File: config.mk
export PLATFORM = sky130hd
export DESIGN_NAME = hole_fit_allocator
export DESIGN_NICKNAME = d
export VERILOG_FILES = /design/src/rtl/hfa_pkg.sv /design/src/rtl/hfa_front.sv /design/src/rtl/hfa_back.sv /design/src/rtl/hole_fit_allocator.sv
export VERILOG_INCLUDE_DIRS = /design/src /design/src/rtl
export SDC_FILE = /design/constraint.sdc
export NUM_CORES = 1
export LEC_CHECK = 0
export BUFFER_PORTS_ARGS = -buffer_cell sky130_fd_sc_hd__buf_2
export CAP_MARGIN = 20
export CORE_ASPECT_RATIO = 0.7
export CORE_MARGIN = 3
export CORE_UTILIZATION = 25
export CTS_BUF_LIST = sky130_fd_sc_hd__clkbuf_16
export DETAILED_ROUTE_END_ITERATION = 8
export GPL_ROUTABILITY_DRIVEN = 0
export PLACE_DENSITY_LB_ADDON = 0.08
export SKIP_CTS_REPAIR_TIMING = 1
export SYNTH_ARGS = -nofsm -noshare
export SYNTH_HDL_FRONTEND = slang
export SYNTH_HIERARCHICAL = 1
export SYNTH_SLANG_ARGS = --single-unit
File: constraint.sdc
create_clock -name i_clk -period 5.8 [get_ports i_clk]
set_input_delay 1.16 -clock i_clk [delete_from_list [all_inputs] [get_ports i_clk]]
set_output_delay 1.16 -clock i_clk [all_outputs]
set_load 0.1 [all_outputs]
File: src/rtl/assert_macros.svh
`ifndef ASSERT_MACROS_SVH
`define ASSERT_MACROS_SVH

// same-cycle implication, checked on every rising edge outside reset
`define ASSERT_IMP(label, ante, cons, msg) \
    label: assert property (@(posedge i_clk) disable iff (!i_rst_n) (ante) |-> (cons)) \
        else $error(msg);

// next-cycle implication
`define ASSERT_NXT(label, ante, cons, msg) \
    label: assert property (@(posedge i_clk) disable iff (!i_rst_n) (ante) |=> (cons)) \
        else $error(msg);

`endif

File: src/rtl/hfa_pkg.sv
`timescale 1ns / 1ps
`default_nettype none

package hfa_pkg;

    localparam int unsigned HOLES_DEF     = 64;
    localparam int unsigned SIZE_BITS_DEF = 16;
    localparam int unsigned QUEUE_DEPTH   = 2;
    localparam logic [9:0]  REQ_NUM_MAX   = 10'd1023;

    localparam int unsigned CFG_IDX_W  = 2;
    localparam int unsigned CFG_DATA_W = 7;
    localparam logic [CFG_IDX_W-1:0] CFG_FIT_MODE   = 2'd0;
    localparam logic [CFG_IDX_W-1:0] CFG_HOLE_COUNT = 2'd1;

    localparam logic KIND_LOAD  = 1'b0;
    localparam logic KIND_ALLOC = 1'b1;

    localparam logic [1:0] FIT_FIRST = 2'd0;
    localparam logic [1:0] FIT_BEST  = 2'd1;
    localparam logic [1:0] FIT_WORST = 2'd2;

    typedef struct packed {
        logic        kind;
        logic [5:0]  hole_number;
        logic [15:0] hole_size;
        logic [15:0] request_size;
    } t_item;

    typedef struct packed {
        logic [9:0]  request_number;
        logic        granted;
        logic [5:0]  hole_index;
        logic [15:0] space_left;
    } t_result;

    // queued command: size is the hole size for a load, the request size for an allocate
    typedef struct packed {
        logic        kind;
        logic [5:0]  hole_number;
        logic [15:0] size;
        logic [9:0]  req_num;
    } t_cmd;

    typedef enum logic [1:0] {
        S_IDLE,
        S_SCAN,
        S_FLUSH,
        S_DONE
    } t_back_state;

endpackage

`default_nettype wire

File: src/rtl/hfa_front.sv
`timescale 1ns / 1ps
`default_nettype none

module hfa_front
    import hfa_pkg::*;
(
    input  wire logic  i_clk,
    input  wire logic  i_rst_n,
    input  wire logic  i_accept,
    input  wire t_item i_item,
    input  wire logic  i_pop,
    output t_cmd       o_head,
    output logic       o_head_valid,
    output logic       o_full
);

    localparam int unsigned PW = (QUEUE_DEPTH > 1) ? $clog2(QUEUE_DEPTH) : 1;
    localparam int unsigned CW = $clog2(QUEUE_DEPTH + 1);

    t_cmd          r_queue [QUEUE_DEPTH];
    logic [PW-1:0] r_wptr, n_wptr;
    logic [PW-1:0] r_rptr, n_rptr;
    logic [CW-1:0] r_count, n_count;
    logic [9:0]    r_req_cnt, n_req_cnt;
    t_cmd          w_entry;
    logic          w_pop;

    assign w_pop        = i_pop && (r_count != '0);
    assign o_head       = r_queue[r_rptr];
    assign o_head_valid = (r_count != '0);
    assign o_full       = (r_count == CW'(QUEUE_DEPTH));

    always_comb begin
        w_entry.kind        = i_item.kind;
        w_entry.hole_number = i_item.hole_number;
        w_entry.size        = (i_item.kind == KIND_LOAD) ? i_item.hole_size
                                                         : i_item.request_size;
        w_entry.req_num     = r_req_cnt;
    end

    always_comb begin
        n_req_cnt = r_req_cnt;
        if (i_accept) begin
            if (i_item.kind == KIND_LOAD) begin
                n_req_cnt = '0;
            end else if (r_req_cnt != REQ_NUM_MAX) begin
                n_req_cnt = r_req_cnt + 10'd1;
            end
        end
    end

    always_comb begin
        n_wptr  = r_wptr;
        n_rptr  = r_rptr;
        n_count = r_count;
        if (i_accept) begin
            n_wptr = (r_wptr == PW'(QUEUE_DEPTH - 1)) ? '0 : r_wptr + 1'b1;
        end
        if (w_pop) begin
            n_rptr = (r_rptr == PW'(QUEUE_DEPTH - 1)) ? '0 : r_rptr + 1'b1;
        end
        if (i_accept && !w_pop) begin
            n_count = r_count + 1'b1;
        end else if (!i_accept && w_pop) begin
            n_count = r_count - 1'b1;
        end
    end

    always_ff @(posedge i_clk) begin
        if (!i_rst_n) begin
            r_wptr    <= '0;
            r_rptr    <= '0;
            r_count   <= '0;
            r_req_cnt <= '0;
        end else begin
            r_wptr    <= n_wptr;
            r_rptr    <= n_rptr;
            r_count   <= n_count;
            r_req_cnt <= n_req_cnt;
        end
    end

    always_ff @(posedge i_clk) begin
        if (i_accept) begin
            r_queue[r_wptr] <= w_entry;
        end
    end

endmodule

`default_nettype wire

File: src/rtl/hfa_back.sv
`timescale 1ns / 1ps
`default_nettype none

module hfa_back
    import hfa_pkg::*;
#(
    parameter int unsigned HOLES     = HOLES_DEF,
    parameter int unsigned SIZE_BITS = SIZE_BITS_DEF
)
(
    input  wire logic       i_clk,
    input  wire logic       i_rst_n,
    input  wire logic [1:0] i_fit_mode,
    input  wire logic [6:0] i_hole_count,
    input  wire t_cmd       i_head,
    input  wire logic       i_head_valid,
    output logic            o_pop,
    output logic            o_done,
    output t_result         o_result
);

    localparam int unsigned IW = (HOLES > 1) ? $clog2(HOLES) : 1;
    localparam int unsigned CW = $clog2(HOLES + 1);

    logic [SIZE_BITS-1:0] r_mem [HOLES];

    t_back_state          r_state, n_state;
    logic [CW-1:0]        r_n;
    logic [CW-1:0]        r_issue;
    logic [SIZE_BITS-1:0] r_req;
    logic [9:0]           r_req_num;
    logic                 r_found;
    logic [IW-1:0]        r_pick;
    logic [SIZE_BITS-1:0] r_best;
    logic                 r_vld;
    logic [IW-1:0]        r_vaddr;
    logic [SIZE_BITS-1:0] r_rdata;
    logic                 r_done;
    t_result              r_result;

    logic [CW-1:0]        w_n;
    logic                 w_start_alloc;
    logic                 w_take;
    logic                 w_rd_en;
    logic [IW-1:0]        w_rd_addr;
    logic                 w_we;
    logic [IW-1:0]        w_waddr;
    logic [SIZE_BITS-1:0] w_wdata;
    logic [SIZE_BITS-1:0] w_left;

    // holes searched: hole_count capped at the table depth
    always_comb begin
        if (32'(i_hole_count) > 32'(HOLES)) begin
            w_n = CW'(HOLES);
        end else begin
            w_n = CW'(i_hole_count);
        end
    end

    assign w_start_alloc = (r_state == S_IDLE) && i_head_valid && (i_head.kind == KIND_ALLOC);
    assign w_left        = r_best - r_req;

    // compare the entry read last cycle against the current pick
    always_comb begin
        w_take = 1'b0;
        if (r_vld && (r_req <= r_rdata)) begin
            if (!r_found) begin
                w_take = 1'b1;
            end else if (i_fit_mode == FIT_BEST && r_rdata < r_best) begin
                w_take = 1'b1;
            end else if (i_fit_mode == FIT_WORST && r_rdata > r_best) begin
                w_take = 1'b1;
            end
        end
    end

    always_comb begin
        n_state = r_state;
        case (r_state)
            S_IDLE: begin
                if (w_start_alloc) begin
                    n_state = (w_n == '0) ? S_DONE : S_SCAN;
                end
            end
            S_SCAN: begin
                if (r_issue == r_n - 1'b1) begin
                    n_state = S_FLUSH;
                end
            end
            S_FLUSH: n_state = S_DONE;
            S_DONE:  n_state = S_IDLE;
            default: n_state = S_IDLE;
        endcase
    end

    always_comb begin
        o_pop     = 1'b0;
        w_rd_en   = 1'b0;
        w_rd_addr = r_issue[IW-1:0];
        w_we      = 1'b0;
        w_waddr   = IW'(i_head.hole_number);
        w_wdata   = SIZE_BITS'(i_head.size);
        case (r_state)
            S_IDLE: begin
                o_pop = i_head_valid;
                if (i_head_valid && i_head.kind == KIND_LOAD
                        && 32'(i_head.hole_number) < 32'(HOLES)) begin
                    w_we = 1'b1;
                end
            end
            S_SCAN: begin
                w_rd_en = 1'b1;
            end
            S_DONE: begin
                w_we    = r_found;
                w_waddr = r_pick;
                w_wdata = w_left;
            end
            default: begin
                w_rd_en = 1'b0;
            end
        endcase
    end

    always_ff @(posedge i_clk) begin
        if (w_we) begin
            r_mem[w_waddr] <= w_wdata;
        end
        if (w_rd_en) begin
            r_rdata <= r_mem[w_rd_addr];
        end
    end

    always_ff @(posedge i_clk) begin
        if (!i_rst_n) begin
            r_state <= S_IDLE;
            r_vld   <= 1'b0;
            r_done  <= 1'b0;
            r_found <= 1'b0;
        end else begin
            r_state <= n_state;
            r_vld   <= w_rd_en;
            r_done  <= (r_state == S_DONE);
            if (w_start_alloc) begin
                r_found <= 1'b0;
            end else if (w_take) begin
                r_found <= 1'b1;
            end
        end
    end

    always_ff @(posedge i_clk) begin
        r_vaddr <= w_rd_addr;
        if (w_start_alloc) begin
            r_n       <= w_n;
            r_issue   <= '0;
            r_req     <= SIZE_BITS'(i_head.size);
            r_req_num <= i_head.req_num;
        end else if (w_rd_en) begin
            r_issue <= r_issue + 1'b1;
        end
        if (w_take) begin
            r_pick <= r_vaddr;
            r_best <= r_rdata;
        end
        if (r_state == S_DONE) begin
            r_result.request_number <= r_req_num;
            r_result.granted        <= r_found;
            r_result.hole_index     <= r_found ? 6'(r_pick) : 6'd0;
            r_result.space_left     <= r_found ? 16'(w_left) : 16'd0;
        end
    end

    assign o_done   = r_done;
    assign o_result = r_result;

endmodule

`default_nettype wire

File: src/rtl/hole_fit_allocator.sv
// channel  direction  handshake                 payload
// item     in         start high, busy low      i_item (t_item)
// result   out        o_done, one cycle         o_result (t_result)
// config   in         i_cfg_we                  i_cfg_idx, i_cfg_data
//
// a load is written into the hole table from the idle state; an allocate runs a one-read-a-cycle
// scan of the hole table over n holes, n being hole_count capped at HOLES, then a flush and a
// done state (it goes straight to done when n is zero)
// a two-entry command queue sits in front, so busy rises only while it is full
// reset is synchronous and active low; the hole table needs no clearing pass
// the result is shown for one cycle after o_done rises and cannot be stalled
`timescale 1ns / 1ps
`default_nettype none

`include "assert_macros.svh"

module hole_fit_allocator
    import hfa_pkg::*;
#(
    parameter int unsigned HOLES     = HOLES_DEF,
    parameter int unsigned SIZE_BITS = SIZE_BITS_DEF
)
(
    input  wire logic                  i_clk,
    input  wire logic                  i_rst_n,
    input  wire logic                  start,
    output logic                       busy,
    input  wire t_item                 i_item,
    output logic                       o_done,
    output t_result                    o_result,
    input  wire logic                  i_cfg_we,
    input  wire logic [CFG_IDX_W-1:0]  i_cfg_idx,
    input  wire logic [CFG_DATA_W-1:0] i_cfg_data
);

    logic [1:0] r_fit_mode;
    logic [6:0] r_hole_count;
    logic       w_accept;
    logic       w_pop;
    logic       w_full;
    logic       w_head_valid;
    t_cmd       w_head;

    assign w_accept = start && !busy;
    assign busy     = w_full;

    always_ff @(posedge i_clk) begin
        if (!i_rst_n) begin
            r_fit_mode   <= FIT_FIRST;
            r_hole_count <= '0;
        end else if (i_cfg_we) begin
            if (i_cfg_idx == CFG_FIT_MODE) begin
                r_fit_mode <= i_cfg_data[1:0];
            end else if (i_cfg_idx == CFG_HOLE_COUNT) begin
                r_hole_count <= i_cfg_data[6:0];
            end
        end
    end

    hfa_front u_front (
        .i_clk        (i_clk),
        .i_rst_n      (i_rst_n),
        .i_accept     (w_accept),
        .i_item       (i_item),
        .i_pop        (w_pop),
        .o_head       (w_head),
        .o_head_valid (w_head_valid),
        .o_full       (w_full)
    );

    hfa_back #(
        .HOLES     (HOLES),
        .SIZE_BITS (SIZE_BITS)
    ) u_back (
        .i_clk        (i_clk),
        .i_rst_n      (i_rst_n),
        .i_fit_mode   (r_fit_mode),
        .i_hole_count (r_hole_count),
        .i_head       (w_head),
        .i_head_valid (w_head_valid),
        .o_pop        (w_pop),
        .o_done       (o_done),
        .o_result     (o_result)
    );

    `ASSERT_IMP(a_miss_zero, o_done && !o_result.granted,
        o_result.hole_index == 6'd0 && o_result.space_left == 16'd0,
        "refused transfer carries nonzero hole or space")
    `ASSERT_NXT(a_done_single, o_done, !o_done, "result strobe held two cycles")
    `ASSERT_IMP(a_busy_queued, busy, w_head_valid, "busy with an empty command queue")
    `ASSERT_NXT(a_full_blocks, busy && !w_pop, busy, "queue drained without a pop")

endmodule

`default_nettype wire

After elaboration in Yosys (flattened, before gate mapping)
Memories as Yosys holds them, arrays and structs flattened. A register that Yosys moved wholly into a read port is not among the register bits.
Cells that the tools add are included.
{"block": "classes", "eq_ne": 12, "shifts": 0, "bitwise_logic": 3, "n_mux": 28, "div_mod_pow": 0, "add_sub_neg": 8, "n_lt_le_gt_ge": 4, "n_reduce_logical": 23, "n_mul": 0}
{"operator": "$mux 16", "n": 2}
{"operator": "$mux 10", "n": 2}
{"operator": "$gt 16x16->1", "n": 1}
{"operator": "$le 16x16->1", "n": 1}
{"operator": "$lt 16x16->1", "n": 1}
{"operator": "$sub 16x16->16", "n": 1}
{"operator": "$mux 1", "n": 15}
{"operator": "$add 10x1->10 const B", "n": 1}
{"operator": "$logic_and 1x1->1", "n": 10}
{"operator": "$mux 2", "n": 5}
{"operator": "$ne 10x10->1 const B", "n": 1}
{"operator": "$eq 2x2->1 const B", "n": 4}
{"operator": "$pmux 2 s4", "n": 1}
{"operator": "$add 7x1->7 const B", "n": 1}
{"operator": "$eq 7x7->1", "n": 1}
{"operator": "$gt 7x7->1 const B", "n": 1}
{"operator": "$logic_not 7->1", "n": 1}
{"operator": "$mux 7", "n": 1}
{"operator": "$sub 7x1->7 const B", "n": 1}
{"operator": "$eq 2x1->1 const B", "n": 3}
{"operator": "$mux 6", "n": 1}
{"operator": "$ne 2x1->1 const B", "n": 3}
{"operator": "$reduce_and 2->1", "n": 3}
{"operator": "$logic_not 2->1", "n": 2}
{"operator": "other kinds (9)", "n": 15}
{"block": "totals", "out_inout_bits": 35, "rom_bits": 0, "input_bits": 52, "wordCells": 101, "latch_bits": 0, "memories": 2, "ramBits": 1090, "ff_bits": 129}
{"memory": "u_back.r_mem", "depth": 64, "width": 16, "read_ports": 1, "rd_clocked_by_memory_dff": 1, "wr": 1, "line_no": "hfa_back.sv:25", "text": "logic [SIZE_BITS-1:0] r_mem [HOLES];"}
{"memory": "u_front.r_queue", "depth": 2, "width": 33, "read_ports": 1, "rd_clocked_by_memory_dff": 1, "wr": 1, "line_no": "hfa_front.sv:20", "text": "t_cmd r_queue [QUEUE_DEPTH];"}

Longest topological paths before layout
{"block": "depth", "depth_word": 7, "ltp_mapped": 9, "ltp_nobuf": 9}

Cells and area by module
Netlist, hierarchy kept.
{"module": "hfa_back", "instances": 1, "seq_area_each_um2": 34232.8, "cells_per_inst": 2136, "area_each_um2": 45429.8}
{"module": "hfa_front", "instances": 1, "seq_area_each_um2": 2282.2, "cells_per_inst": 215, "area_each_um2": 3390.8}
{"module": "hole_fit_allocator", "instances": 1, "seq_area_each_um2": 180.2, "cells_per_inst": 40, "area_each_um2": 381.6}

Worst setup path before layout
No wires, ideal clock.
{"block": "synth_timing", "kind": "reg2reg", "from": "register u_back.r_state[0]", "to": "memory u_back/r_mem[0][10] (netlist name), data pin", "setup_ps": 719, "path_slack_ps": 254, "required_ps": 5081, "path_buffers": 1, "t_arrival_ps": 4827, "synth_period_minus_slack_ps": 5546, "stages_incl_launch_ff": 5, "cell_sequence": "dfxtp_1 > ha_1 > clkinv_1 > clkbuf_1 > o31ai_1"}
{"block": "synth_via", "elab_chain_cells": 2}
{"element": "from (decl)", "line_no": "hfa_back.sv:27", "text": "t_back_state r_state, n_state;"}
{"element": "from (signal assigned)", "line_no": "hfa_back.sv:141", "text": "r_state <= n_state;"}
{"element": "$eq 2x2->1", "line_no": "hfa_back.sv:103", "text": "case (r_state)"}
{"element": "$mux 16", "line_no": "hfa_back.sv:103"}
{"element": "net u_back.w_wdata[10]", "line_no": "hfa_back.sv:48", "text": "logic [SIZE_BITS-1:0] w_wdata;"}
{"element": "to (decl)", "line_no": "hfa_back.sv:25"}
The timed path passes the listed nets, and every way through them passes these cells.

==> qor.csv <==
stage,metric,value,unit
status,run_status,finished clean,
timing,finalMaxSlewViolations,0,
global_routing,grt_pass1_vias,25342,
layout,instances_no_fill,5333,
clock_tree,cts_buffers,134,
clock_tree,clk_latency,0.76,ns
layout,fillCellCount,18908,
layout,nets,2737,
global_routing,grt_usage,14.6,%
layout,drive_gt1_share,29.2,%
worst_setup_path,path_class,flop to flop,
routing,wl_per_cell,27.9,um
synth,async_reset_ff_share,0,%
min_path,hold_depth,0,
timing,rsz0062_at_grt,no,
synth,synth_edf_count,1194,
floorplan,die_y,377,um
synth,yosysTopAreaCell,edfxtp_1,
worst_setup_path,cp-start-kind,flop,
timing,skew,0.0350,ns
synth,avgSynthCellArea,20.6,um^2
synth,synth-seq-cells,1236,
timing,slew_headroom,24.2,%
layout,area_delta_synth_final,17.6,%
routing,routed-via-count,24588,
place,dp_cells,5093,
power_and_ir_drop,powerDensity,463,nW/um^2
global_routing,antenna_found_initial,16,
min_path,hp-class,flop to flop,
layout,multiInputGateArea,11800,um^2
timing,setup_violations,0,
synth,synth_top_area_share,72.9,%
synth,yosysSeqAreaShare,74.6,%
clock_tree,cts_root_buf,clkbuf_16,
worst_setup_path,critPathCaptureType,flop,
routing,routed_wl,149,mm
worst_setup_path,r2r_end,u_back/r_rdata[11],
floorplan,core_area,195000,um^2
timing,min_period,3.88,ns
floorplan,rows,135,
global_routing,gr-total-overflow,0,
clock_tree,cts_buffer_depth,3,
power_and_ir_drop,ir_worst_vdd,0.000233,V
layout,register_area,36700,um^2
clock_tree,clk_pin_slew,0.06,ns
synth,synth.area.top_cells,"edfxtp_1, mux4_2, dfxtp_1, ha_1, mux2_2",
synth,syn_inst,2391,
worst_setup_path,crit_fanout,38,
clock_tree,ctsHtreeMaxLevel,4,
synth,ys.flop_type,edfxtp_1,
floorplan,ioPinCount,87,
min_path,min_from,u_back/r_vaddr[3],
routing,ant_nets,0,
floorplan,fp.dieArea,202000,um^2
worst_setup_path,arrival,4.37,ns
timing,fin_crit_sh,66.9,%
clock_tree,clock_sinks,1236,
global_routing,grt_pass1_wl,206,mm
worst_setup_path,reg2reg_slack,1.92,ns
power_and_ir_drop,power_leakage,0.0182,uW
place,portBuffers,86,
floorplan,floorplan.initialDensity,25.3,%
place,dpl.hpwl,94.2,mm
routing,vias_per_cell,4.61,
layout,mostFrequentLayoutCells,"edfxtp_1, mux4_2, clkbuf_16",
timing,worst_pin_slew,1.14,ns
routing,route.detailed.drc,0,
timing,max_freq,258,MHz
synth,synth.distinct_cells,69,
min_path,hold_end,u_back/r_pick[3],
synth,synth_area,49200,um^2
synth,syn_nets,2500,
worst_setup_path,worstPathRequired,6.29,ns
global_routing,grt_start_max_net_pins,119,
clock_tree,cts_tree,done,
layout,final_common_cell,edfxtp_1,
job,maxCapViolations,0,
routing,first_pass_iters,5,
routing,drt-initial-drc-count,2349,
worst_setup_path,rr_startpoint,u_back/r_issue[0],
synth,yosysWarnings,6,
timing,hold_violations,0,
worst_setup_path,worst_r2r_path_depth,7,
timing,fin_tns_setup,0,ns
floorplan,die_w,536,um
-- report_power, final --
part / switching [uW] / internal, uW / leakage (uW) / total (uW)
sequential: 352 / 11200 / 0.0111 / 11500
clock: 3480 / 4800 / 0.00218 / 8280
combinational: 4440 / 2510 / 0.00490 / 6950
total: 8270 / 18500 / 0.0182 / 26800
-- worst max-delay path, cell delays in order (launching register included) --
cell and delay [ns]:
dfxtp_4 0.73, buf_12 0.37, buf_4 0.37, mux4_2 0.53
a211oi_1 0.55, a21oi_1 0.32, mux2i_1 0.49, a21oi_1 0.12
-- synth_stat cells, types with 3 or more instances --
cell / number
o31a_1: 3
dfxtp_1: 42
nor3b_1: 4
o21ai_0: 21
mux2_2: 57
xnor2_1: 15
buf_6: 8
and3_1: 10
nand3_1: 20
a2111o_1: 3
o31ai_1: 4
mux2i_1: 40
nand2_1: 71
o21bai_1: 3
buf_4: 12
ha_1: 56
a21o_1: 17
inv_1: 64
o21a_1: 8
a31oi_1: 7
or3_1: 4
and2_1: 22
a21boi_0: 5
nor3_1: 12
or4_1: 3
edfxtp_1: 1194
mux4_2: 308
nor2b_1: 44
buf_2: 32
a21oi_1: 51
nand2b_1: 5
nor2_1: 91
nand4_1: 13
a211oi_1: 26
clkbuf_1: 43
a22oi_1: 10
buf_1: 12
xor2_1: 11
-- kinds of logic after synthesis --
kind of cell	Yosys count	share of synthesized area [%]
adders and majority gates	57	1.46
AOI/OAI and AO/OA	182	2.53
muxes	405	16.2
xor gates and xnor gates	26	0.463
and+or+nand+nor	311	3.13
buffers and inverters	174	1.62
DFF	1236	74.6
-- flip-flops by register name, summed over array words and instances (netlist names), 6 cells and up, named ones only --
register,cells
u_back/r_vaddr,6
u_back/r_best,16
u_back/r_req_num,10
u_back/r_n,7
u_back/r_pick,6
u_front/r_req_cnt,10
u_back/r_mem,1024
u_back/r_rdata,16
u_back/r_issue,7
u_front/r_queue,66
u_back/o_result,33
r_hole_count,7
u_back/r_req,16
-- through the flow --
step | total power (uW) | area, um^2 | hold WS (ns) | setup WS, ns | utilization (%)
5_1_grt | 28100 | 57900 | 0.407 | 1.58 | 29.7
4_1_cts | 27300 | 57800 | 0.404 | 1.66 | 29.7
2_1_floorplan | 15800 | 49200 | 0.329 | 0.254 | -
3_5_place_dp | 18900 | 53600 | 0.389 | 1.65 | 27.6
3_3_place_gp | 18800 | 53400 | 0.386 | 1.62 | 27.4
6_report | 26800 | 57900 | 0.404 | 1.92 | 29.7
-- layout make-up --
cell class | count | share of cell area [%]
sequential | 1236 | 63.4
multi-input combinational | 981 | 20.5
clock buffer | 141 | 6.10
tap | 2603 | 5.63
timing repair buffer | 209 | 2.79
clock inverter | 89 | 1.12
inverter | 66 | 0.428
antenna | 8 | 0.0346
-- routing by layer --
metal	GRT usage, %	up-vias	share of wire (%)
met5	0	-	0.0087
met2	20.7	697	42
met1	22.4	13384	49
li1	-	10336	-
met3	3.72	169	7.2
met4	2.97	2	1.5
-- how the worst max path moves through the flow --
stage | start | to | slack, ns | cells past startpoint
2_1_floorplan | u_back/r_state[0] | u_back/r_mem[0][10] | 0.25 | 4
3_3_place_gp | u_back/r_issue[0] | u_back/r_rdata[6] | 1.62 | 7
3_5_place_dp | u_back/r_issue[0] | u_back/r_rdata[6] | 1.65 | 7
4_1_cts | u_back/r_issue[0] | u_back/r_rdata[6] | 1.66 | 7
5_1_grt | u_back/r_issue[0] | u_back/r_rdata[6] | 1.58 | 7
6_report | u_back/r_issue[0] | u_back/r_rdata[11] | 1.92 | 7
No activity file was read; power rests on OpenSTA's default activity.
